## src/rtl/core/nms_fifo.sv

```systemverilog
module nms_fifo #(
  parameter int WIDTH = 8,
  parameter int DEPTH = 4
) (
  input  logic             clk,
  input  logic             rst,
  input  logic             clear,
  input  logic             push,
  input  logic [WIDTH-1:0] push_data,
  input  logic             pop,
  output logic [WIDTH-1:0] pop_data,
  output logic             empty,
  output logic [$clog2(DEPTH+1)-1:0] count
);

  localparam int AW = $clog2(DEPTH);
  localparam int CW = $clog2(DEPTH + 1);

  logic [WIDTH-1:0] mem [DEPTH];
  logic [AW-1:0]    wr_ptr;
  logic [AW-1:0]    rd_ptr;
  logic [AW-1:0]    wr_ptr_next;
  logic [AW-1:0]    rd_ptr_next;
  logic [CW-1:0]    count_next;

  assign wr_ptr_next = (wr_ptr == AW'(DEPTH - 1)) ? '0 : wr_ptr + AW'(1);
  assign rd_ptr_next = (rd_ptr == AW'(DEPTH - 1)) ? '0 : rd_ptr + AW'(1);
  assign count_next  = count + CW'(push) - CW'(pop);

  assign pop_data = mem[rd_ptr];
  assign empty    = (count == '0);

  always_ff @(posedge clk) begin
    if (rst || clear) begin
      wr_ptr <= '0;
      rd_ptr <= '0;
      count  <= '0;
    end else begin
      if (push) wr_ptr <= wr_ptr_next;
      if (pop) rd_ptr <= rd_ptr_next;
      count <= count_next;
    end
  end

  always_ff @(posedge clk) begin
    if (push) mem[wr_ptr] <= push_data;
  end

endmodule

```

## config.mk

```make
export PLATFORM = sky130hd
export DESIGN_NAME = nms_fifo
export DESIGN_NICKNAME = d
export VERILOG_FILES = /design/src/rtl/core/nms_fifo.sv
export SDC_FILE = /design/constraint.sdc
export NUM_CORES = 1
export LEC_CHECK = 0
export BUFFER_PORTS_ARGS = -buffer_cell sky130_fd_sc_hd__buf_2
export CORE_MARGIN = 4
export CORE_UTILIZATION = 45
export CTS_CLUSTER_SIZE = 40
export DETAILED_ROUTE_END_ITERATION = 7
export PLACE_DENSITY = 0.71
export SLEW_MARGIN = 20
export SYNTH_ARGS = -nofsm -noshare
export SYNTH_HDL_FRONTEND = slang
export SYNTH_SLANG_ARGS = --single-unit
export TNS_END_PERCENT = 50
```

## constraint.sdc

```tcl
create_clock -name clk -period 1.8 [get_ports clk]
set_clock_uncertainty 0.1 [all_clocks]
set_input_delay 0.36 -clock clk [delete_from_list [all_inputs] [get_ports clk]]
set_output_delay 0.36 -clock clk [all_outputs]
set_load 0.01 [all_outputs]
```

## Word level (Yosys, flattened, before mapping)

Memories as Yosys holds them, arrays and structs flattened. A register that Yosys moved wholly into a read port is not among the register bits.
Index checks and enable logic that the tools add are counted.
Widths: inputs -> output; s select.

- Add/sub/neg operators: 4
- Equality and inequality tests: 2
- Multiplexer cells: 6
- Reductions and logical operators: 2

Operators with widths:

| cell | count |
|---|---|
| $mux 2 | 4 |
| $add 2x1->2 const B | 2 |
| $eq 2x2->1 const B | 2 |
| $add 3x1->3 | 1 |
| $logic_not 3->1 | 1 |
| $sub 3x1->3 | 1 |
| $mux 1 | 2 |
| $logic_or 1x1->1 | 1 |

- Bits in registers: 7
- RAM bits: 32
- Input bits: 13
- Word-level logic and storage cells: 18
- Memories: 1

Memory list:

| name | depth | width | rd ports | clocked after memory_dff | write ports | line | RTL |
|---|---|---|---|---|---|---|---|
| mem | 4 | 8 | 1 | 1 | 1 | 19 | `logic [WIDTH-1:0] mem [DEPTH];` |

## Longest topological paths before layout

- Depth in word-level cells: 4
- Depth in mapped cells: 8
- Mapped depth without buffers: 8

## Worst setup path before layout

Ideal clock, no wire load.

- Path type: reg-to-reg
- Start point: register count[0]
- End point: register count[2]
- Setup time: 0.122 ns
- Arrival: 1.476 ns
- Data required time: 1.578 ns
- Slack: 0.101 ns
- Cell stages (with the launch flop): 9
- Path buffers: 0
- Period minus slack after synthesis: 1.699 ns
- Path through: dfxtp_1 -> inv_1 -> ha_1 -> inv_1 -> ha_1 -> inv_1 -> fa_1 -> xnor3_1 -> nor2_1

- Cells in the longest elaborated chain, start to end: 2

Ends and longest elaborated chain:

| item | line | RTL |
|---|---|---|
| start: declaration | 13 | `output logic [$clog2(DEPTH+1)-1:0] count` |
| start signal: assignment | 41 | `count <= count_next;` |
| $add 3x1->3 | 28 | `assign count_next = count + CW'(push) - CW'(pop);` |
| $sub 3x1->3 | 28 |  |

Every way passes these cells.
A chain may end at the register's enable or synchronous reset.

==> flow_metrics.env <==
export IMPL_fin_tns_setup_ps=-1190
export IMPL_finalHoldViolations=0
export IMPL_synth_top_area_cell="edfxtp_1"
export IMPL_clkSinkCount=41
export IMPL_crit_chain="buf_12 -> mux4_2 -> buf_6"
export IMPL_dp_hpwl_um=1700
export IMPL_antenna_found_initial=0
export IMPL_drc=0
export IMPL_drv_slew=0
export IMPL_p_sw_frac=0.211
export IMPL_area_delta_synth_final_pct=16.9
export IMPL_min_path_cells=1
export IMPL_clock_latency_ps=340
export IMPL_synth_top_area_frac=0.597
export IMPL_status="finished with violations"
export IMPL_setup_ws_ps=-164
export IMPL_cp_end_kind="output port"
export IMPL_synth_area_leaders="edfxtp_1 (60%), dfxtp_1 (11%), mux4_2 (11%)"
export IMPL_io_buffers=24
export IMPL_cts_setup_buffers=0
export IMPL_tightest_slew_ps=422
export IMPL_synth_fp_nets=107
export IMPL_cp_start_kind="flip-flop"
export IMPL_clk_pin_slew_ps=110
export IMPL_synth_seq_area_share=0.709
export IMPL_routed_wl_um=2360
export IMPL_final_antenna_net_count=0
export IMPL_comb_power_share=0.095
export IMPL_synth_seq_cells=41
export IMPL_viasPerCell=4.89
export IMPL_track_usage=0.124
export IMPL_synth_area_um2=1610
export IMPL_wl_per_cell_um=14.5
export IMPL_grt_pass1_wl_um=3800
export IMPL_setup_viol=8
export IMPL_hold_class="in -> reg"
export IMPL_required_ps=1340
export IMPL_drt_iter0_markers=34
export IMPL_finalWeightedCongestion=0.654
export IMPL_period_needed_ps=1960
export IMPL_worst_r2r_cell_count=8
export IMPL_fin_nets=137
export IMPL_max_slew_margin=0.718
export IMPL_via_count=797
export IMPL_seqPwrFrac=0.631
export IMPL_start_util=0.475
export IMPL_first_pass_iters=4
export IMPL_p_switching_uw=355
export IMPL_dp_cells=155
export IMPL_fp_dieW_um=67.8
export IMPL_violations="negative setup slack"
export IMPL_n_antenna_cell=0
export IMPL_core_um2=3390
export IMPL_grt_pass1_vias=843
export IMPL_die_area_um2=4600
export IMPL_max_freq_ghz=0.509
export IMPL_grt_max_degree=13
export IMPL_grt_setup_unrepaired="true"
export IMPL_path_max_fanout=8
export IMPL_syn_area_per_cell_um2=18.7
export IMPL_worstPathArrival_ps=1500
export IMPL_tritoncts="done"
export IMPL_root_buffer="clkbuf_4"
export IMPL_power_density_nw_per_um2=895
export IMPL_ir_drop_uv=359
export IMPL_cts_buffers=5
export IMPL_instances_no_fill=163
export IMPL_p_clk_frac=0.275
export IMPL_ios=25
export IMPL_internal_power_mw=1.33
export IMPL_cp_slowest_stage_delay_ps=520
export IMPL_synth_cell_types=18
export IMPL_die_h_um=67.8
export IMPL_path_class="reg -> out"
export IMPL_power_leakage_nw=0.703
export IMPL_grt_overflow=0
export IMPL_clk_path_buf_depth=2
export IMPL_synthCells=86
export IMPL_fp_row_count=21
export IMPL_maxCapViolCount=0
export IMPL_period_share=1.09
export IMPL_yosysWarnings=0
export IMPL_drive_gt1_frac=0.368
export IMPL_htreeDepth=2
export IMPL_cpMaxStageDelayCell="mux4_2"
==> per-stage QoR <==
step	total power, mW	util	cell area [um^2]	hold WS (ps)	worst slack [ps]
CTS	1.70	0.553	1870	106	-185
finish	1.68	0.555	1880	123	-164
global route	1.75	0.555	1880	113	-217
floorplan	1.17	-	1610	359	101
global placement	1.23	0.529	1790	389	34.0
detailed placement	1.24	0.529	1790	405	-22.1
==> Yosys cell counts <==
library cell and number:
a21oi_1 2, and2_1 4, buf_6 1, clkbuf_1 1
clkbuf_2 1, dfxtp_1 9, edfxtp_1 32, fa_1 1
ha_1 7, inv_1 6, mux2i_1 2, mux4_2 8
nand2b_1 2, nor2_1 5, nor3_1 1, or2_2 1
or3b_1 2, xnor3_1 1
==> cell type report <==
cell class | count | area (um^2)
fillers | 283 | 1510
inverters | 6 | 22.5
multi-input cells | 36 | 425
clock buffers | 8 | 58.8
repair buffers | 26 | 173
flip-flops and latches | 41 | 1140
well taps | 46 | 57.6
==> repair_timing <==
item | CTS | global route
endpoints found under the setup margin | 8 | 9
gates resized for setup | 4 | 2
hold buffers | 0 | 0
endpoints found under the hold margin | 0 | 0
==> per-layer routing <==
| layer | global-route usage | vias to the layer above | routed length [um] |
|---|---|---|---|
| met5 | 0 | - | 0 |
| li1 | - | 383 | - |
| met2 | 0.202 | 21 | 1270 |
| met3 | 0.0416 | 7 | 141 |
| met4 | 0.0893 | 0 | 72 |
| met1 | 0.135 | 386 | 874 |
==> critical path, delay by kind of cell (launching register included) <==
family | cells | cell delay (ps)
buf+inv | 2 | 280
mux | 1 | 520
flops | 1 | 360
==> kinds of logic after synthesis <==
logic type,count (synthesis),share of synthesized area
flip-flops,41,0.709
AND/OR/NAND/NOR,15,0.0529
multiplexers,10,0.124
buffers and inverters,9,0.0264
adder cells (fa/ha/maj),8,0.0669
AO/OA/AOI/OAI,2,0.00622
XOR/XNOR,1,0.0140
==> final timing paths <==
kind,from,endpoint,slack (ps)
hold reg to reg,rd_ptr[0],flip-flop,420
setup reg to reg,count[0],count[2],120
hold / removal,push_data[4],mem[0][4],120
setup / recovery,flip-flop,pop_data[6],-160
==> registers in the layout, indices dropped and copies added, names as in the netlist, named ones only <==
signal  count
mem        32
wr_ptr      2
count       3
rd_ptr      2
==> power groups by stage <==
stage / combinational [mW] / sequential, mW / clock (mW)
global placement: 0.146 / 1.08 / 0
CTS: 0.161 / 1.06 / 0.476
global route: 0.182 / 1.06 / 0.508
floorplan: 0.0880 / 1.08 / 0
detailed placement: 0.153 / 1.08 / 0
finish: 0.159 / 1.06 / 0.462
==> layout by cell type (no fill, tap or decap), drive strengths merged <==
cell type,n
clkbuf,8
dfxtp,9
ha,7
inv,6
nor2,5
mux4,8
a21oi,2
fa,1
or2,1
or3b,2
xnor3,1
nor3,1
buf,26
edfxtp,32
and2,4
nand2b,2
mux2i,2
No activity file was read; power rests on OpenSTA's default activity.
