## src/rtl/core/nms_pkg.sv

```systemverilog
package nms_pkg;

  // Largest frame height the row counters support.
  localparam int MAX_HEIGHT = 4096;

  // Frame geometry is held at a fixed width that covers every legal width and height.
  localparam int DIM_BITS = 13;
  localparam int ROW_BITS = 12;

  // Configuration register widths and port format.
  localparam int CFG_INDEX_BITS = 2;
  localparam int CFG_DATA_BITS = 32;
  localparam int WIDTH_REG_BITS = 11;
  localparam int HEIGHT_REG_BITS = 13;
  localparam int THR_BITS = 32;

  localparam logic [CFG_INDEX_BITS-1:0] REG_FRAME_WIDTH = 2'd0;
  localparam logic [CFG_INDEX_BITS-1:0] REG_FRAME_HEIGHT = 2'd1;
  localparam logic [CFG_INDEX_BITS-1:0] REG_MIN_PEAK = 2'd2;

  localparam int WIDTH_RESET = 640;
  localparam int HEIGHT_RESET = 480;
  localparam logic signed [THR_BITS-1:0] PEAK_RESET = 32'sd1500;

  // Queue between the front and back ends, and the result queue.
  localparam int SLOT_QUEUE_DEPTH = 4;
  localparam int SLOT_QCNT_BITS = $clog2(SLOT_QUEUE_DEPTH + 1);
  localparam int OUT_QUEUE_DEPTH = 8;
  localparam int OUT_QCNT_BITS = $clog2(OUT_QUEUE_DEPTH + 1);

  typedef struct packed {
    logic [DIM_BITS-1:0] width;
    logic [DIM_BITS-1:0] height;
  } geom_t;

endpackage

```

## src/rtl/core/nms_back.sv

```systemverilog
module nms_back #(
  parameter int MAX_WIDTH = 1024,
  parameter int PIXEL_BITS = 32
) (
  input  logic                                   clk,
  input  logic                                   rst,
  input  logic                                   clear,
  input  nms_pkg::geom_t                         geom,
  input  logic signed [nms_pkg::THR_BITS-1:0]    thr,
  input  logic                                   q_empty,
  input  logic [3*PIXEL_BITS:0]                  q_data,
  output logic                                   q_pop,
  input  logic [nms_pkg::OUT_QCNT_BITS-1:0]      o_count,
  output logic                                   o_push,
  output logic [PIXEL_BITS+1:0]                  o_data
);

  localparam int COL_BITS = $clog2(MAX_WIDTH);
  localparam int DB       = nms_pkg::DIM_BITS;
  localparam int RB       = nms_pkg::ROW_BITS;
  localparam int CB       = nms_pkg::OUT_QCNT_BITS + 1;
  localparam int XB       = (PIXEL_BITS > nms_pkg::THR_BITS) ? PIXEL_BITS : nms_pkg::THR_BITS;

  function automatic logic signed [PIXEL_BITS-1:0] smax(
    input logic signed [PIXEL_BITS-1:0] a,
    input logic signed [PIXEL_BITS-1:0] b
  );
    return (a > b) ? a : b;
  endfunction

  logic                         h_report;
  logic signed [PIXEL_BITS-1:0] h_top;
  logic signed [PIXEL_BITS-1:0] h_mid;
  logic signed [PIXEL_BITS-1:0] h_val;

  logic signed [PIXEL_BITS-1:0] win [9];
  logic [COL_BITS-1:0]          out_column;
  logic [RB-1:0]                out_row;

  logic       s0_v, s1_v, s2_v, s3_v;
  logic [8:0] s0_ok;
  logic       s0_last, s1_last, s2_last, s3_last;

  logic signed [PIXEL_BITS-1:0] mv [9];
  logic signed [PIXEL_BITS-1:0] s1_m [4];
  logic signed [PIXEL_BITS-1:0] s1_centre, s2_centre, s3_centre;
  logic                         s1_ge, s2_ge, s3_ge;
  logic signed [PIXEL_BITS-1:0] s2_n0, s2_n1, s2_cz;
  logic signed [PIXEL_BITS-1:0] s3_p, s3_cz;
  logic signed [PIXEL_BITS-1:0] peak;
  logic                         kept;

  logic signed [XB-1:0] centre_x;
  logic signed [XB-1:0] thr_x;

  logic [2:0]    inflight;
  logic [CB-1:0] used;
  logic          credit;
  logic          pop_report;
  logic          up_ok, dn_ok, lf_ok, rt_ok;
  logic          col_last, row_last;

  assign h_report = q_data[3*PIXEL_BITS];
  assign h_top    = q_data[3*PIXEL_BITS-1 -: PIXEL_BITS];
  assign h_mid    = q_data[2*PIXEL_BITS-1 -: PIXEL_BITS];
  assign h_val    = q_data[PIXEL_BITS-1:0];

  // Every result in the pipeline already holds a place in the result queue.
  assign inflight = 3'(s0_v) + 3'(s1_v) + 3'(s2_v) + 3'(s3_v);
  assign used     = CB'(o_count) + CB'(inflight);
  assign credit   = used < CB'(nms_pkg::OUT_QUEUE_DEPTH);
  assign q_pop    = !q_empty && (!h_report || credit);
  assign pop_report = q_pop && h_report;

  assign col_last = (DB'(out_column) + DB'(1)) >= geom.width;
  assign row_last = (DB'(out_row) + DB'(1)) >= geom.height;
  assign up_ok    = (out_row != '0);
  assign dn_ok    = !row_last;
  assign lf_ok    = (out_column != '0);
  assign rt_ok    = !col_last;

  always_ff @(posedge clk) begin
    if (rst || clear) begin
      out_column <= '0;
      out_row    <= '0;
      s0_v <= 1'b0;
      s1_v <= 1'b0;
      s2_v <= 1'b0;
      s3_v <= 1'b0;
    end else begin
      s0_v <= pop_report;
      s1_v <= s0_v;
      s2_v <= s1_v;
      s3_v <= s2_v;
      if (pop_report) begin
        if (col_last) begin
          out_column <= '0;
          out_row    <= row_last ? '0 : out_row + RB'(1);
        end else begin
          out_column <= out_column + COL_BITS'(1);
        end
      end
    end
  end

  // Window shift and neighbor masks for the pixel now at the centre.
  always_ff @(posedge clk) begin
    if (q_pop) begin
      win[0] <= win[1];
      win[1] <= win[2];
      win[2] <= h_top;
      win[3] <= win[4];
      win[4] <= win[5];
      win[5] <= h_mid;
      win[6] <= win[7];
      win[7] <= win[8];
      win[8] <= h_val;
      s0_ok  <= {dn_ok && rt_ok, dn_ok, dn_ok && lf_ok, rt_ok, 1'b1, lf_ok,
                 up_ok && rt_ok, up_ok, up_ok && lf_ok};
      s0_last <= row_last && col_last;
    end
  end

  // Out-of-frame neighbors count as zero, which matches a maximum that starts at zero.
  always_comb begin
    for (int i = 0; i < 9; i++) begin
      mv[i] = s0_ok[i] ? win[i] : '0;
    end
  end

  assign centre_x = XB'(win[4]);
  assign thr_x    = XB'(thr);

  always_ff @(posedge clk) begin
    s1_m[0]   <= smax(mv[0], mv[1]);
    s1_m[1]   <= smax(mv[2], mv[3]);
    s1_m[2]   <= smax(mv[5], mv[6]);
    s1_m[3]   <= smax(mv[7], mv[8]);
    s1_centre <= win[4];
    s1_ge     <= centre_x >= thr_x;
    s1_last   <= s0_last;

    s2_n0     <= smax(s1_m[0], s1_m[1]);
    s2_n1     <= smax(s1_m[2], s1_m[3]);
    s2_cz     <= s1_centre[PIXEL_BITS-1] ? '0 : s1_centre;
    s2_centre <= s1_centre;
    s2_ge     <= s1_ge;
    s2_last   <= s1_last;

    s3_p      <= smax(s2_n0, s2_n1);
    s3_cz     <= s2_cz;
    s3_centre <= s2_centre;
    s3_ge     <= s2_ge;
    s3_last   <= s2_last;
  end

  assign peak   = smax(s3_p, s3_cz);
  assign kept   = (s3_centre == peak) && s3_ge;
  assign o_push = s3_v;
  assign o_data = {kept ? s3_centre : '0, kept, s3_last};

  a_no_overflow: assert property (@(posedge clk) disable iff (rst)
    o_push |-> (o_count < nms_pkg::OUT_QCNT_BITS'(nms_pkg::OUT_QUEUE_DEPTH)))
    else $error("result queue overflow");

  a_out_col_range: assert property (@(posedge clk) disable iff (rst)
    DB'(out_column) < geom.width)
    else $error("output column outside the frame width");

endmodule

```

## config.mk

```make
export PLATFORM = sky130hd
export DESIGN_NAME = nms_back
export DESIGN_NICKNAME = d
export VERILOG_FILES = /design/src/rtl/core/nms_pkg.sv /design/src/rtl/core/nms_back.sv
export SDC_FILE = /design/constraint.sdc
export NUM_CORES = 1
export LEC_CHECK = 0
export BUFFER_PORTS_ARGS = -buffer_cell sky130_fd_sc_hd__buf_2
export CAP_MARGIN = 20
export CELL_PAD_IN_SITES_DETAIL_PLACEMENT = 2
export CELL_PAD_IN_SITES_GLOBAL_PLACEMENT = 2
export CORE_MARGIN = 2
export CORE_UTILIZATION = 41
export CTS_CLUSTER_DIAMETER = 120
export DETAILED_ROUTE_END_ITERATION = 10
export GPL_ROUTABILITY_DRIVEN = 0
export PLACE_DENSITY = 0.87
export SYNTH_ARGS = -nofsm -noshare
export SYNTH_HDL_FRONTEND = slang
export SYNTH_SLANG_ARGS = --single-unit
```

## constraint.sdc

```tcl
create_clock -name clk -period 22.3 [get_ports clk]
set_input_delay 2.23 -clock clk [delete_from_list [all_inputs] [get_ports clk]]
set_output_delay 2.23 -clock clk [all_outputs]
set_load 0.02 [all_outputs]
```

# After elaboration in Yosys (flattened, before gate mapping)

Memories as Yosys holds them, arrays and structs flattened.
Cells that the tools add are included.

Register bits after elaboration: 297
Bits in writable memories: 416
Word-level logic and storage cells: 84
Memories kept: 2

$add $sub $neg: 8
$lt $le $gt $ge: 12
Equality and inequality tests: 1
Multiplexer cells: 21
Reduce and logical (&&, ||, !) cells: 17

Memory list:

| name | depth | width | read ports | clocked after Yosys merged registers in | write ports | line           | text |
|---|---|---|---|---|---|---|---|
| win  | 9     | 32    | 9          | 0                                       | 9           | nms_back.sv:36 | `logic signed [PIXEL_BITS-1:0] win [9];` |
| s1_m | 4     | 32    | 4          | 0                                       | 4           | nms_back.sv:45 | `logic signed [PIXEL_BITS-1:0] s1_m [4];` |

Operators by type and width:

| cell                                                                         | number |
|---|---|
| 32-bit 2-to-1 mux                                                            | 17 |
| 32-bit > comparator                                                          | 8 |
| 32-bit equality test                                                         | 1 |
| 32-bit >= comparator                                                         | 1 |
| 12-bit by 1-bit adder with 13-bit output, second input constant              | 1 |
| 11-bit by 13-bit >= comparator with 1-bit output                             | 1 |
| 13-bit >= comparator                                                         | 1 |
| 12-bit by 1-bit adder with 12-bit output, second input constant              | 1 |
| 12-bit 2-to-1 mux                                                            | 1 |
| 12-bit nonzero test                                                          | 1 |
| 10-bit by 1-bit adder with 11-bit output, second input constant              | 1 |
| 10-bit by 1-bit adder with 10-bit output, second input constant              | 1 |
| 10-bit 2-to-1 mux                                                            | 1 |
| 10-bit nonzero test                                                          | 1 |
| 1-bit logical AND                                                            | 8 |
| 4-bit by 3-bit adder with 5-bit output                                       | 1 |
| 5-bit by 4-bit less-than comparator with 1-bit output, second input constant | 1 |
| 1-bit logical NOT                                                            | 4 |
| 2-bit by 1-bit adder with 3-bit output                                       | 1 |
| 3-bit by 1-bit adder with 3-bit output                                       | 1 |
| 1-bit by 1-bit adder with 2-bit output                                       | 1 |
| 1-bit logical OR                                                             | 2 |
| 1-bit 2-to-1 mux                                                             | 2 |
| 2-bit AND reduction                                                          | 1 |

# Longest topological paths before layout

Gate-level depths: netlist of run 1.

Depth in word-level cells: 9
Mapped depth: 17
Mapped depth without buffers: 15

# Least setup slack after synthesis of run 1

No wires, ideal clock.

Kind: in2reg
From: in o_count[0] (netlist name)
To: reg out_column[2]
Setup time: 0.070 ns
Arrival time: 21.082 ns
Data required time: 22.230 ns
Path slack: 1.147 ns
Stages on the path: 11
Buffers on the path: 0
Path through: fa_1 ha_1 a21oi_1 nor2b_1 o21ai_0 nand2b_1 a21oi_1 nand2_1 nor2_1 nand3b_1 a21oi_1

Cells in the longest elaborated chain, start to end: 5

Ends and longest elaborated chain:

| item                                                  | line            | text |
|---|---|---|
| start: declaration                                    | nms_back.sv:13  | `input logic [nms_pkg::OUT_QCNT_BITS-1:0] o_count,` |
| 4-bit by 3-bit adder with 5-bit output                | nms_back.sv:70  | `assign used = CB'(o_count) + CB'(inflight);` |
| 5-bit by 4-bit less-than comparator with 1-bit output | nms_back.sv:71  | `assign credit = used < CB'(nms_pkg::OUT_QUEUE_DEPTH);` |
| 1-bit logical OR                                      | nms_back.sv:72  | `assign q_pop = !q_empty && (!h_report \|\| credit);` |
| 1-bit logical AND                                     | nms_back.sv:72  |  |
| via q_pop                                             | nms_back.sv:12  | `output logic q_pop,` |
| 1-bit logical AND                                     | nms_back.sv:73  | `assign pop_report = q_pop && h_report;` |
| end signal: assignment                                | nms_back.sv:100 | `out_column <= out_column + COL_BITS'(1);` |
| end: declaration                                      | nms_back.sv:37  | `logic [COL_BITS-1:0] out_column;` |

The timed path passes the listed nets, and every way through them passes these cells.
A chain may end at the register's enable or synchronous reset.

# Final worst setup path of run 1

From: reg s3_cz[15]
To: out o_data[4]

Cells in the longest elaborated chain, start to end: 5

Ends and longest elaborated chain:

| item                     | line            | text |
|---|---|---|
| start: declaration       | nms_back.sv:49  | `logic signed [PIXEL_BITS-1:0] s3_p, s3_cz;` |
| start signal: assignment | nms_back.sv:151 | `s3_cz <= s2_cz;` |
| 32-bit > comparator      | nms_back.sv:28  | `return (a > b) ? a : b;` |
| 32-bit 2-to-1 mux (*)    | nms_back.sv:28  |  |
| 32-bit equality test (*) | nms_back.sv:158 | `assign kept = (s3_centre == peak) && s3_ge;` |
| 1-bit logical AND (*)    | nms_back.sv:158 |  |
| 32-bit 2-to-1 mux (*)    | nms_back.sv:160 | `assign o_data = {kept ? s3_centre : '0, kept, s3_last};` |
| end: declaration         | nms_back.sv:15  | `output logic [PIXEL_BITS+1:0] o_data` |

Every way passes the cells marked *; elsewhere a longest branch is shown, timed or not.

==> summary.txt, run 1 <==
STA
  • Max-slew violations: 0
  • Least-Margin Pin Slew: ~1.1 ns
  • Fin. Hold Viols: 0
  • Minimum clock period: 7.431 ns
  • Final period utilization: 0.3332
  • Hold slack: 0.3265 ns
  • Unrepaired setup endpoints after global routing: false
  • Max transition margin: 0.2537
  • Highest clock rate: ~130 MHz
  • Setup ws final: 14.87 ns
  • Setup Viol. Count Final: 0
  • Skew final: just over 0.05 ns
  • TNS Setup: 0 ns

Power
  • Max VDD drop: a little over 0.09 mV
  • Pwr dens: 111.0 nW/um2
  • Leakage: approximately 17 nW

Clock network
  • Max clock buf depth: 3
  • CTS tree: done
  • Setup repair bufs after CTS: 0
  • Clock buffer count from CTS: 80
  • Clk pin slew, worst setup/hold paths: roughly 0.07 ns
  • Clk sinks: 711
  • Worst skew pair latency: slightly below 0.7 ns
  • Clk Tree Root Cell: clkbuf_16
  • CTS H-tree depth: 3
  • Post-cts resize count: 0
  • CTS Hold Bufs: 0

Placed design
  • Placed Instances: roughly 4000
  • Post-place setup slack: 15.36 ns
  • Post-DP HPWL: around 82000 um
  • # port buffers: roughly 200

Route
  • First drt pass iteration count: 5
  • DR vias/cell: just under 6
  • Vias: 24090
  • Final ANT Viol Nets: 0
  • Drt total wl: ~130000 um
  • WL/cell: approximately 32 um
  • DRC errors left: 0
  • Drt initial violations: ~1700

Cells and area
  • Layout area overhead: 15.55%
  • Net count, final: between 3000 and 4000
  • Share of cells above drive strength 1: 0.1591
  • Fillers: about 7600
  • Finished Layout Cells: approximately 4100

Yosys
  • Number of flops mapped to enable cells by yosys: about 300
  • Post-synth top area cell: edfxtp_1
  • Sequential share of the synthesized area: 0.5437
  • Flops & latches, synth: about 710
  • Synth Flop Type: dfxtp_1
  • Syn nets: 3288
  • Ranking of synthesized cells by area: edfxtp_1 (28%), dfxtp_1 (26%), ha_1 (13%)
  • Distinct cell type count after synthesis: 72
  • Cells after Synth: between 2000 and 3000
  • Most frequent cell after synthesis: dfxtp_1
  • Syn_area_per_cell: roughly 11 um2
  • Synth warnings: 0
  • Async SR Flop Fraction: 0
  • Mapped cell area: about 32000 um2
  • Top post-synthesis cells by count: dfxtp_1 (414), inv_1 (331), nand2_1 (328), ha_1 (317), edfxtp_1 (297)
  • Top cell type's share of synthesized area: 0.2818

GRT
  • Gr ovfl total: 0
  • Total GRT Usage: 0.3128
  • Largest net degree at the start of global routing: 80
  • Vias in the first global route: roughly 27000
  • Initial antenna violation count: 12
  • First-pass GRT wire length: ~180000 um

Floorplan
  • I/O pins: 199
  • Starting Density: 0.4153
  • Die area: about 79000 um2
  • Core area: ~76000 um2
  • Die W: 281.8 um
  • Die outline height: between 200 and 300 um
  • FP Rows: slightly above 100

Worst hold path
  • Hold Crit Class: register to register

Critical path
  • CP Data Arrival Time: 5.20 ns
  • Crit start category: register
  • Critical Path End Type: output port
  • Crit-path max FO: 25
  • Critical Path RT: 20.07 ns
  • Crit Path Category: register to output port

Status
  • Status: complete, no violations

Run
  • Max capacitance violation total: 0
## power by group
part | internal, mW | leakage (nW) | switching (mW) | total (mW)
Clock | 0.797 | 1.35 | 0.624 | 1.42
Sequential | 1.53 | 6.31 | 0.177 | 1.71
Combinational | 0.370 | 9.06 | 0.563 | 0.933
Total | 2.70 | 16.7 | 1.36 | 4.06
## cell usage in the layout (no fill, tap or decap), drive strengths merged, types with 10 or more instances in the layout
cell type and instances:
diode 10, ha 317, a21oi 119, dfxtp 414, a21o 67, nand4 63
nor4 18, clkbuf 122, nand3 56, o21a 16, o21ai 67, nor3 32
a211oi 11, mux2 98, buf 222, nand3b 14, clkinv 19, inv 334
and3 22, xnor2 27, mux2i 102, edfxtp 297, and2 35, nand2 328
nor2 74, xor2 39, a221oi 34, nor2b 55
## kinds of logic after synthesis
| kind of cell | count (synthesis) | share of synthesized area |
|---|---|---|
| other cells | 1 | 0.0001185 |
| simple gates | 724 | 0.1100 |
| flops | 711 | 0.5437 |
| xor+xnor | 66 | 0.01827 |
| mux | 200 | 0.06714 |
| buf+inv | 415 | 0.05239 |
| compound gates | 372 | 0.08244 |
| fa+ha+maj | 318 | 0.1260 |
## worst paths after layout
kind         cells past startpoint  slack (ns)     startpoint             to
max reg2reg                     13       17.26       s0_ok[6]     s1_m[2][0]
max                             13       14.87      s3_cz[15]      o_data[4]
min reg2reg                      0        0.33  s2_centre[23]  s3_centre[23]
min                              0        0.33  s2_centre[23]  s3_centre[23]
## stage by stage
step / utilization / area, um2 / total power [mW]
6_report: 0.4799 / 36570 / 4.060
5_1_grt: 0.4798 / 36560 / 4.162
4_1_cts: 0.4792 / 36520 / 3.997
3_5_place_dp: 0.4430 / 33760 / 2.509
3_3_place_gp: 0.4427 / 33730 / 2.409
2_1_floorplan: - / 31650 / 2.190
## per-layer routing
metal	part of all wire	vias to the layer above	routed length (um)	track usage
li1	-	10260	-	-
met2	0.50	1052	66010	0.5615
met5	0.00057	-	74	0
met3	0.055	502	7249	0.05129
met4	0.072	12	9414	0.1901
met1	0.37	12260	48080	0.3457
## cell type report
cell class | count | area (um2) | share of cell area
diodes | 10 | 25.02 | 0.0006843
clock buffers | 122 | 2425 | 0.06631
clock inverters | 26 | 334.1 | 0.009136
inverters | 331 | 1242 | 0.03398
multi-input cells | 1681 | 12840 | 0.3512
flip-flops and latches | 711 | 17210 | 0.4706
well taps | 1030 | 1289 | 0.03524
repair buffers | 222 | 1201 | 0.03285
## flip-flops by register name, summed over array words and instances (netlist names), 8 cells and up
signal,count
s3_p,32
s0_ok,8
s2_n1,32
s2_centre,32
s3_cz,31
s2_cz,31
s1_m,128
s3_centre,32
out_column,10
s1_centre,32
win,288
out_row,12
s2_n0,32
## worst max-delay path, stage by stage (launching register included)
cell and delay, ns:
dfxtp_1 0.40, inv_1 0.08, ha_1 0.32, nand4_1 0.23, nor4_1 0.81, a21oi_1 0.22
o31a_1 0.21, a21oi_4 0.34, mux2i_1 0.38, o21ai_0 0.28, and4b_1 0.63, buf_8 0.24
and2_1 0.20, buf_2 0.19
Power figures use the tool's default switching activity.
==> run 2, diff against run 1 <==
--- a/config.mk
+++ b/config.mk
@@ -5,16 +5,17 @@
 export SDC_FILE = /design/constraint.sdc
 export NUM_CORES = 1
 export LEC_CHECK = 0
+export ABC_AREA = 1
 export BUFFER_PORTS_ARGS = -buffer_cell sky130_fd_sc_hd__buf_2
 export CAP_MARGIN = 20
 export CELL_PAD_IN_SITES_DETAIL_PLACEMENT = 2
 export CELL_PAD_IN_SITES_GLOBAL_PLACEMENT = 2
 export CORE_MARGIN = 2
-export CORE_UTILIZATION = 41
+export CORE_UTILIZATION = 39
 export CTS_CLUSTER_DIAMETER = 120
 export DETAILED_ROUTE_END_ITERATION = 10
 export GPL_ROUTABILITY_DRIVEN = 0
-export PLACE_DENSITY = 0.87
+export PLACE_DENSITY = 0.88
 export SYNTH_ARGS = -nofsm -noshare
 export SYNTH_HDL_FRONTEND = slang
 export SYNTH_SLANG_ARGS = --single-unit
==> constraint.sdc (replaced) <==
create_clock -name clk -period 7.06 [get_ports clk]
set_input_delay 0.706 -clock clk [delete_from_list [all_inputs] [get_ports clk]]
set_output_delay 0.706 -clock clk [all_outputs]
set_load 0.02 [all_outputs]
==> summary.txt, run 2 <==
Clock network
  • Clk Tree Root Cell: clkbuf_16 (unchanged)
  • Post-cts resize count: 0 (unchanged)
  • CTS H-tree depth: 3 (unchanged)
  • CTS tree: done (unchanged)
  • Clk sinks: 711 (unchanged)
  • Worst skew pair latency: 0.65 ns (was 0.68 ns)
  • Setup repair bufs after CTS: 0 (unchanged)
  • Max clock buf depth: 3 (unchanged)
  • Clock buffer count from CTS: 79 (was 80)
  • CTS Hold Bufs: 0 (unchanged)
  • Clk pin slew, worst setup/hold paths: 0.07 ns (about the same)

Route
  • DRC errors left: 0 (unchanged)
  • Drt total wl: 126900 um (was 130800 um)
  • First drt pass iteration count: 5 (unchanged)
  • Drt initial violations: 1705 (was 1724)
  • Final ANT Viol Nets: 0 (unchanged)
  • WL/cell: 26.98 um (was 31.65 um)
  • Vias: 25860 (was 24090)
  • DR vias/cell: 5.499 (was 5.829)

Critical path
  • Crit start category: register (unchanged)
  • CP Data Arrival Time: 4.87 ns (was 5.20 ns)
  • CP Launch Point: s3_cz[7] (was s3_cz[15])
  • Crit-path max FO: 43 (was 25)
  • Critical Path End Type: output port (unchanged)
  • Crit Path Category: register to output port (unchanged)
  • Critical Path RT: 6.35 ns (was 20.07 ns)
  • R2r startpoint: s0_ok[3] (was s0_ok[6])

Floorplan
  • Die outline height: 287.7 um (was 281.8 um)
  • Die area: 82760 um2 (was 79420 um2)
  • Starting Density: 0.3915 (was 0.4153)
  • FP Rows: 104 (was 101)
  • Die W: 287.7 um (was 281.8 um)
  • Core area: 80160 um2 (was 76200 um2)
  • I/O pins: 199 (unchanged)

GRT
  • Gr ovfl total: 0 (unchanged)
  • Vias in the first global route: 29550 (was 27120)
  • Largest net degree at the start of global routing: 129 (was 80)
  • First-pass GRT wire length: 189200 um (was 182500 um)
  • Total GRT Usage: 0.3056 (was 0.3128)
  • Initial antenna violation count: 5 (was 12)

Placed design
  • Placed Instances: 4551 (was 3973)
  • Post-DP HPWL: 79960 um (was 81720 um)
  • Placed Area: 33470 um2 (was 33760 um2)
  • # port buffers: 197 (unchanged)

Yosys
  • Most frequent cell after synthesis: nand2_1 (was dfxtp_1)
  • Post-synth top area cell: edfxtp_1 (unchanged)
  • Flops & latches, synth: 711 (unchanged)
  • Cells after Synth: 3371 (was 2807)
  • Mapped cell area: 31390 um2 (was 31650 um2)
  • Async SR Flop Fraction: 0 (unchanged)
  • Distinct cell type count after synthesis: 46 (was 72)
  • Top cell type's share of synthesized area: 0.2842 (was 0.2818)
  • Ranking of synthesized cells by area: edfxtp_1 (28%), dfxtp_1 (26%), ha_1 (13%) (unchanged)
  • Synth warnings: 0 (unchanged)
  • Number of flops mapped to enable cells by yosys: 297 (unchanged)
  • Syn nets: 3852 (was 3288)
  • Syn_area_per_cell: 9.310 um2 (was 11.27 um2)
  • Synth Flop Type: dfxtp_1 (unchanged)
  • Top post-synthesis cells by count: nand2_1 (694), inv_1 (519), dfxtp_1 (414), a21oi_1 (318), ha_1 (317) (was dfxtp_1 (414), inv_1 (331), nand2_1 (328), ha_1 (317), edfxtp_1 (297))
  • Sequential share of the synthesized area: 0.5482 (was 0.5437)

Cells and area
  • Finished Layout Cells: 4703 (was 4133)
  • Final Core Density: 0.4519 (was 0.4799)
  • Most common cell after layout, fill and taps aside: nand2_1 (was dfxtp_1)
  • Net count, final: 4056 (was 3508)
  • Largest reg by FF count: win (unchanged)
  • Largest registers: win x288, s1_m x128 (unchanged)
  • Final Cell Area: 36220 um2 (was 36570 um2)
  • Layout area overhead: 15.40% (was 15.55%)
  • Reg area: 17210 um2 (unchanged)
  • Share of cells above drive strength 1: 0.1058 (was 0.1591)
  • Max reg flops: 288 (unchanged)
  • Most frequent cells in the layout: nand2_1 (691), inv_1 (519), dfxtp_1 (414) (was dfxtp_1 (414), inv_1 (331), nand2_1 (328))
  • Fillers: 8618 (was 7601)
  • Multi-input logic area: 11830 um2 (was 12840 um2)

STA
  • Final period utilization: 0.7901
  • Max-slew violations: 0 (unchanged)
  • Setup Viol. Count Final: 0 (unchanged)
  • Max transition margin: 0.2495 (was 0.2537)
  • Unrepaired setup endpoints after global routing: false (unchanged)
  • Fin. Hold Viols: 0 (unchanged)
  • Minimum clock period: about 5.6 ns
  • Skew final: 0.04548 ns (was 0.05056 ns)
  • Hold slack: 0.2414 ns (was 0.3265 ns)
  • Least-Margin Pin Slew: 1.126 ns (was 1.119 ns)
  • Highest clock rate: between 150 and 200 MHz

Worst hold path
  • Hold Crit Class: input port to register (was register to register)
  • Hold_sp: q_data[58] (was s2_centre[23])

Power
  • Pwr dens: 389.2 nW/um2 (was 111.0 nW/um2)
  • Max VDD drop: 0.4012 mV (was 0.09088 mV)
  • Leakage: 17.45 nW (was 16.71 nW)
  • Total power: 14.09 mW (was 4.060 mW)

Run
  • Max capacitance violation total: 0 (unchanged)

Status
  • Status: complete, no violations (unchanged)
[run 2: cell types whose count changed after synthesis, moves of 61 or more]
cell and change:
mux2i_1 -102, inv_1 +188, nand3_1 +104, nand2_1 +366, a21o_1 -61, a21oi_1 +200, mux2_2 -98, nor2_1 +204
[run 2: cell families (layout without fill, tap and decap cells)]
| family | Yosys count | count (layout) | synth area share |
|---|---|---|---|
| AND/OR/NAND/NOR | 1248 | 1248 | 0.1654 |
| adder cells (fa/ha/maj) | 318 | 318 | 0.1270 |
| buffers and inverters | 618 | 887 | 0.07674 |
| AO/OA/AOI/OAI | 458 | 458 | 0.07778 |
| XOR/XNOR | 17 | 17 | 0.004744 |
| other | 1 | 4 | 0.0001195 |
| flip-flops | 711 | 711 | 0.5482 |
[run 2: final timing paths]
path                                 endpoint  slack (ns)  cells past startpoint
worst max register to register    s1_m[1][10]        2.35                     15
worst min register to register  s3_centre[15]        0.32                      0
worst min-delay path               win[5][26]        0.24                      1
worst max-delay path                o_data[3]        1.48                     21
[run 2: report_power, final]
part           switching [mW]  internal (mW)  leakage, nW
Clock                    1.86           2.57         1.32
Combinational            3.09           1.16         9.82
Sequential              0.504           4.92         6.31
[run 2: area by class of cell]
type                            instances  area share
Multi-Input combinational cell       2042      0.3266
Antenna cell                            3   0.0002073
Inverter                              520     0.05389
Tap cell                             1060     0.03662
Clock buffer                          118     0.06487
Sequential cell                       711      0.4751
Clock inverter                         28    0.009258
Timing Repair Buffer                  221     0.03347
[run 2: through the flow]
step | setup slack [ns] | setup TNS [ns]
after detailed placement | 2.250 | 0
after floorplan | -0.8435 | -84.71
after CTS | 1.410 | 0
final | 1.482 | 0
after global placement | 2.500 | 0
after global routing | 1.035 | 0
[run 2: worst max-delay path, cell delays in order (launching register included)]
cell and delay (ns):
dfxtp_1 0.35, inv_1 0.07, ha_1 0.34, nand2_1 0.10
nor2_1 0.19, nand2_1 0.09, nand2_1 0.08, nand2_1 0.05
nand2_1 0.08, nand2_1 0.09, nand2_4 0.43, nand2_4 0.48
nand2_1 0.25, nand3_1 0.11, nand2_1 0.09, nand3_1 0.10
nor2_1 0.13, nand2_1 0.11, nor2_1 0.12, nand2_2 0.48
nor2_1 0.27, buf_2 0.20
[run 2: per-layer routing]
layer | share of wire | track usage | wire length (um) | vias up
met5 | 0.00036 | 0 | 46 | -
met4 | 0.064 | 0.1807 | 8156 | 6
met3 | 0.046 | 0.04334 | 5884 | 392
met2 | 0.51 | 0.5516 | 64820 | 950
met1 | 0.38 | 0.3414 | 48000 | 13040
li1 | - | - | - | 11470
==> run 3, diff against run 2 <==
==> constraint.sdc (replaced) <==
create_clock -name clk -period 5.27 [get_ports clk]
set_input_delay 0.527 -clock clk [delete_from_list [all_inputs] [get_ports clk]]
set_output_delay 0.527 -clock clk [all_outputs]
set_load 0.02 [all_outputs]
==> summary.txt, run 3 (same netlist as run 2, synthesis figures left out) <==
Status
  • Status: complete, no violations (unchanged)

Cells and area
  • Finished Layout Cells: 4713 (was 4703)
  • Layout area overhead: 15.78% (was 15.40%)
  • Most frequent cells in the layout: nand2_1 (691), inv_1 (519), dfxtp_1 (414) (unchanged)
  • Reg area: 17210 um2 (unchanged)
  • Share of cells above drive strength 1: 0.1082 (was 0.1058)
  • Multi-input logic area: 11880 um2 (was 11830 um2)
  • Largest registers: win x288, s1_m x128 (unchanged)
  • Fillers: 8547 (was 8618)
  • Largest reg by FF count: win (unchanged)
  • Most common cell after layout, fill and taps aside: nand2_1 (unchanged)
  • Net count, final: 4066 (was 4056)
  • Max reg flops: 288 (unchanged)

Power
  • Total power: 19.09 mW (was 14.09 mW)
  • Pwr dens: 525.4 nW/um2 (was 389.2 nW/um2)
  • Leakage: 17.50 nW (was 17.45 nW)
  • Max VDD drop: 0.3559 mV (was 0.4012 mV)

STA
  • Minimum clock period: 5.151 ns
  • Setup Viol. Count Final: 0 (unchanged)
  • Hold slack: 0.05722 ns (was 0.2414 ns)
  • TNS Setup: 0 ns (unchanged)
  • Max transition margin: 0.2188 (was 0.2495)
  • Highest clock rate: between 150 and 200 MHz
  • Skew final: 0.03366 ns (was 0.04548 ns)
  • Fin. Hold Viols: 0 (unchanged)
  • Max-slew violations: 0 (unchanged)
  • Final period utilization: 0.9774
  • Least-Margin Pin Slew: 1.161 ns (was 1.126 ns)

Clock network
  • CTS tree: done (unchanged)
  • Clock buffer count from CTS: 79 (unchanged)
  • CTS Hold Bufs: 0 (unchanged)
  • CTS H-tree depth: 3 (unchanged)
  • Clk Tree Root Cell: clkbuf_16 (unchanged)
  • Clk sinks: 711 (unchanged)
  • Max clock buf depth: 3 (unchanged)
  • Worst skew pair latency: 0.65 ns (about the same)
  • Setup repair bufs after CTS: 0 (unchanged)
  • Clk pin slew, worst setup/hold paths: 0.07 ns (about the same)

Floorplan
  • Die area: 82760 um2 (unchanged)
  • Die W: 287.7 um (unchanged)
  • Starting Density: 0.3915 (unchanged)
  • Core area: 80160 um2 (unchanged)
  • FP Rows: 104 (unchanged)
  • I/O pins: 199 (unchanged)
  • Die outline height: 287.7 um (unchanged)

Route
  • First drt pass iteration count: 5 (unchanged)
  • Drt initial violations: 1711 (was 1705)
  • DRC errors left: 0 (unchanged)
  • DR vias/cell: 5.481 (was 5.499)
  • Vias: 25830 (was 25860)
  • Drt total wl: 127500 um (was 126900 um)
  • Final ANT Viol Nets: 0 (unchanged)
  • WL/cell: 27.06 um (was 26.98 um)

GRT
  • Vias in the first global route: 29570 (was 29550)
  • First-pass GRT wire length: 188800 um (was 189200 um)
  • Gr ovfl total: 0 (unchanged)
  • Initial antenna violation count: 6 (was 5)
  • M3 GR Usage: 0.04287 (was 0.04334)
  • Total GRT Usage: 0.3039 (was 0.3056)
  • Largest net degree at the start of global routing: 133 (was 129)
  • GR Layer Usage met2: 0.5484 (was 0.5516)
  • Met1 Usage GRT: 0.3384 (was 0.3414)
  • Grt peak-use layer: met2 (unchanged)

Critical path
  • Crit Path Category: register to output port (unchanged)
  • CP Data Arrival Time: 4.62 ns (was 4.87 ns)
  • Critical Path RT: 4.74 ns (was 6.35 ns)
  • Critical Path End Type: output port (unchanged)
  • Critical path buffers and inverters: 3 (was 2)
  • R2r startpoint: s0_ok[0] (was s0_ok[3])
  • Crit-path max FO: 32 (was 43)
  • CP max stage cell: dfxtp_1 (was nand2_4)
  • Crit start category: register (unchanged)
  • Worst R2R Path Depth: 15 (unchanged)
  • Setup slack, reg-to-reg: 0.65 ns (was 2.35 ns)
  • R2R Path End: s1_m[0][1] (was s1_m[1][10])
  • Cell repeated most along the worst path: nand2_1 (unchanged)
  • CP delay by family, top: simple AND/OR/NAND/NOR gates (unchanged)
  • Critical path's largest stage delay: 0.40 ns (was 0.48 ns)
  • Worst path cell trace: inv_1 > ha_1 > nand2_1 > nor2_1 > nand2_1 > inv_1 > nand2_1 > nand2_1 > nand2_1 > nand2_8 > nand2_4 > nand2_1 > nand2_1 > nand2_1 > nand4_1 > nor2_1 > nand2_1 > nor2_1 > nand2_8 > nor2_1 > buf_2 (was inv_1 > ha_1 > nand2_1 > nor2_1 > nand2_1 > nand2_1 > nand2_1 > nand2_1 > nand2_1 > nand2_4 > nand2_4 > nand2_1 > nand3_1 > nand2_1 > nand3_1 > nor2_1 > nand2_1 > nor2_1 > nand2_2 > nor2_1 > buf_2)

Worst hold path
  • Hold path depth: 1 (unchanged)
  • Hold endpoint: win[5][11] (was win[5][26])
  • Hold Crit Class: input port to register (unchanged)
  • Hold_sp: q_data[43] (was q_data[58])

Placed design
  • Placed Instances: 4560 (was 4551)
  • # port buffers: 197 (unchanged)
  • Post-DP HPWL: 80980 um (was 79960 um)

Run
  • Max capacitance violation total: 0 (unchanged)
-- run 3: changes by cell type in the layout (fill, tap and decap cells not counted), sizes merged --
| cell | previous run | this run |
|---|---|---|
| clkinv | 17 | 18 |
| diode | 3 | 2 |
| inv | 522 | 523 |
| clkbuf | 118 | 117 |
| nand2 | 697 | 699 |
| buf | 221 | 229 |
-- run 3: worst max path at each step --
stage | from | to | slack, ns | cells after the start
final | s3_cz[14] | o_data[2] | 0.12 | 21
after global routing | s3_cz[14] | o_data[25] | -0.11 | 21
after CTS | s3_cz[14] | o_data[2] | 0.06 | 21
after detailed placement | s3_cz[14] | o_data[2] | 0.67 | 21
after global placement | s3_cz[15] | o_data[10] | 0.84 | 21
after floorplan | o_count[0] | out_row[8] | -2.45 | 13
-- run 3: cell type report --
cell class,instances,share of cell area
Multi-Input combinational cell,2044,0.3270
Antenna cell,2,0.0001377
Inverter,520,0.05371
Sequential cell,711,0.4735
Clock inverter,30,0.009572
Tap cell,1060,0.03650
Timing Repair Buffer,229,0.03498
Clock buffer,117,0.06456
-- run 3: what timing repair did --
action | 4_1_cts | 5_1_grt
endpoints found under the setup margin | 32 | 32
gates resized for setup | 2 | 2
cloned | 0 | 2
pin swaps | 0 | 2
-- run 3: where the power goes --
| part | switching, mW | internal (mW) |
|---|---|---|
| combinational | 4.30 | 1.57 |
| clock | 2.49 | 3.44 |
| sequential | 0.699 | 6.59 |
-- run 3: per-layer routing --
layer,wire length [um],part of all wire
met1,48380,0.38
met2,64920,0.51
met3,5757,0.045
met4,8396,0.066
met5,56,0.00044
-- run 3: through the flow --
stage / setup WS, ns / instance area, um2 / utilization
2_1_floorplan: -2.454 / 31420 / -
3_3_place_gp: 0.8445 / 33540 / 0.4184
3_5_place_dp: 0.6701 / 33540 / 0.4184
4_1_cts: 0.06487 / 36250 / 0.4522
5_1_grt: -0.1101 / 36330 / 0.4533
6_report: 0.1190 / 36340 / 0.4533
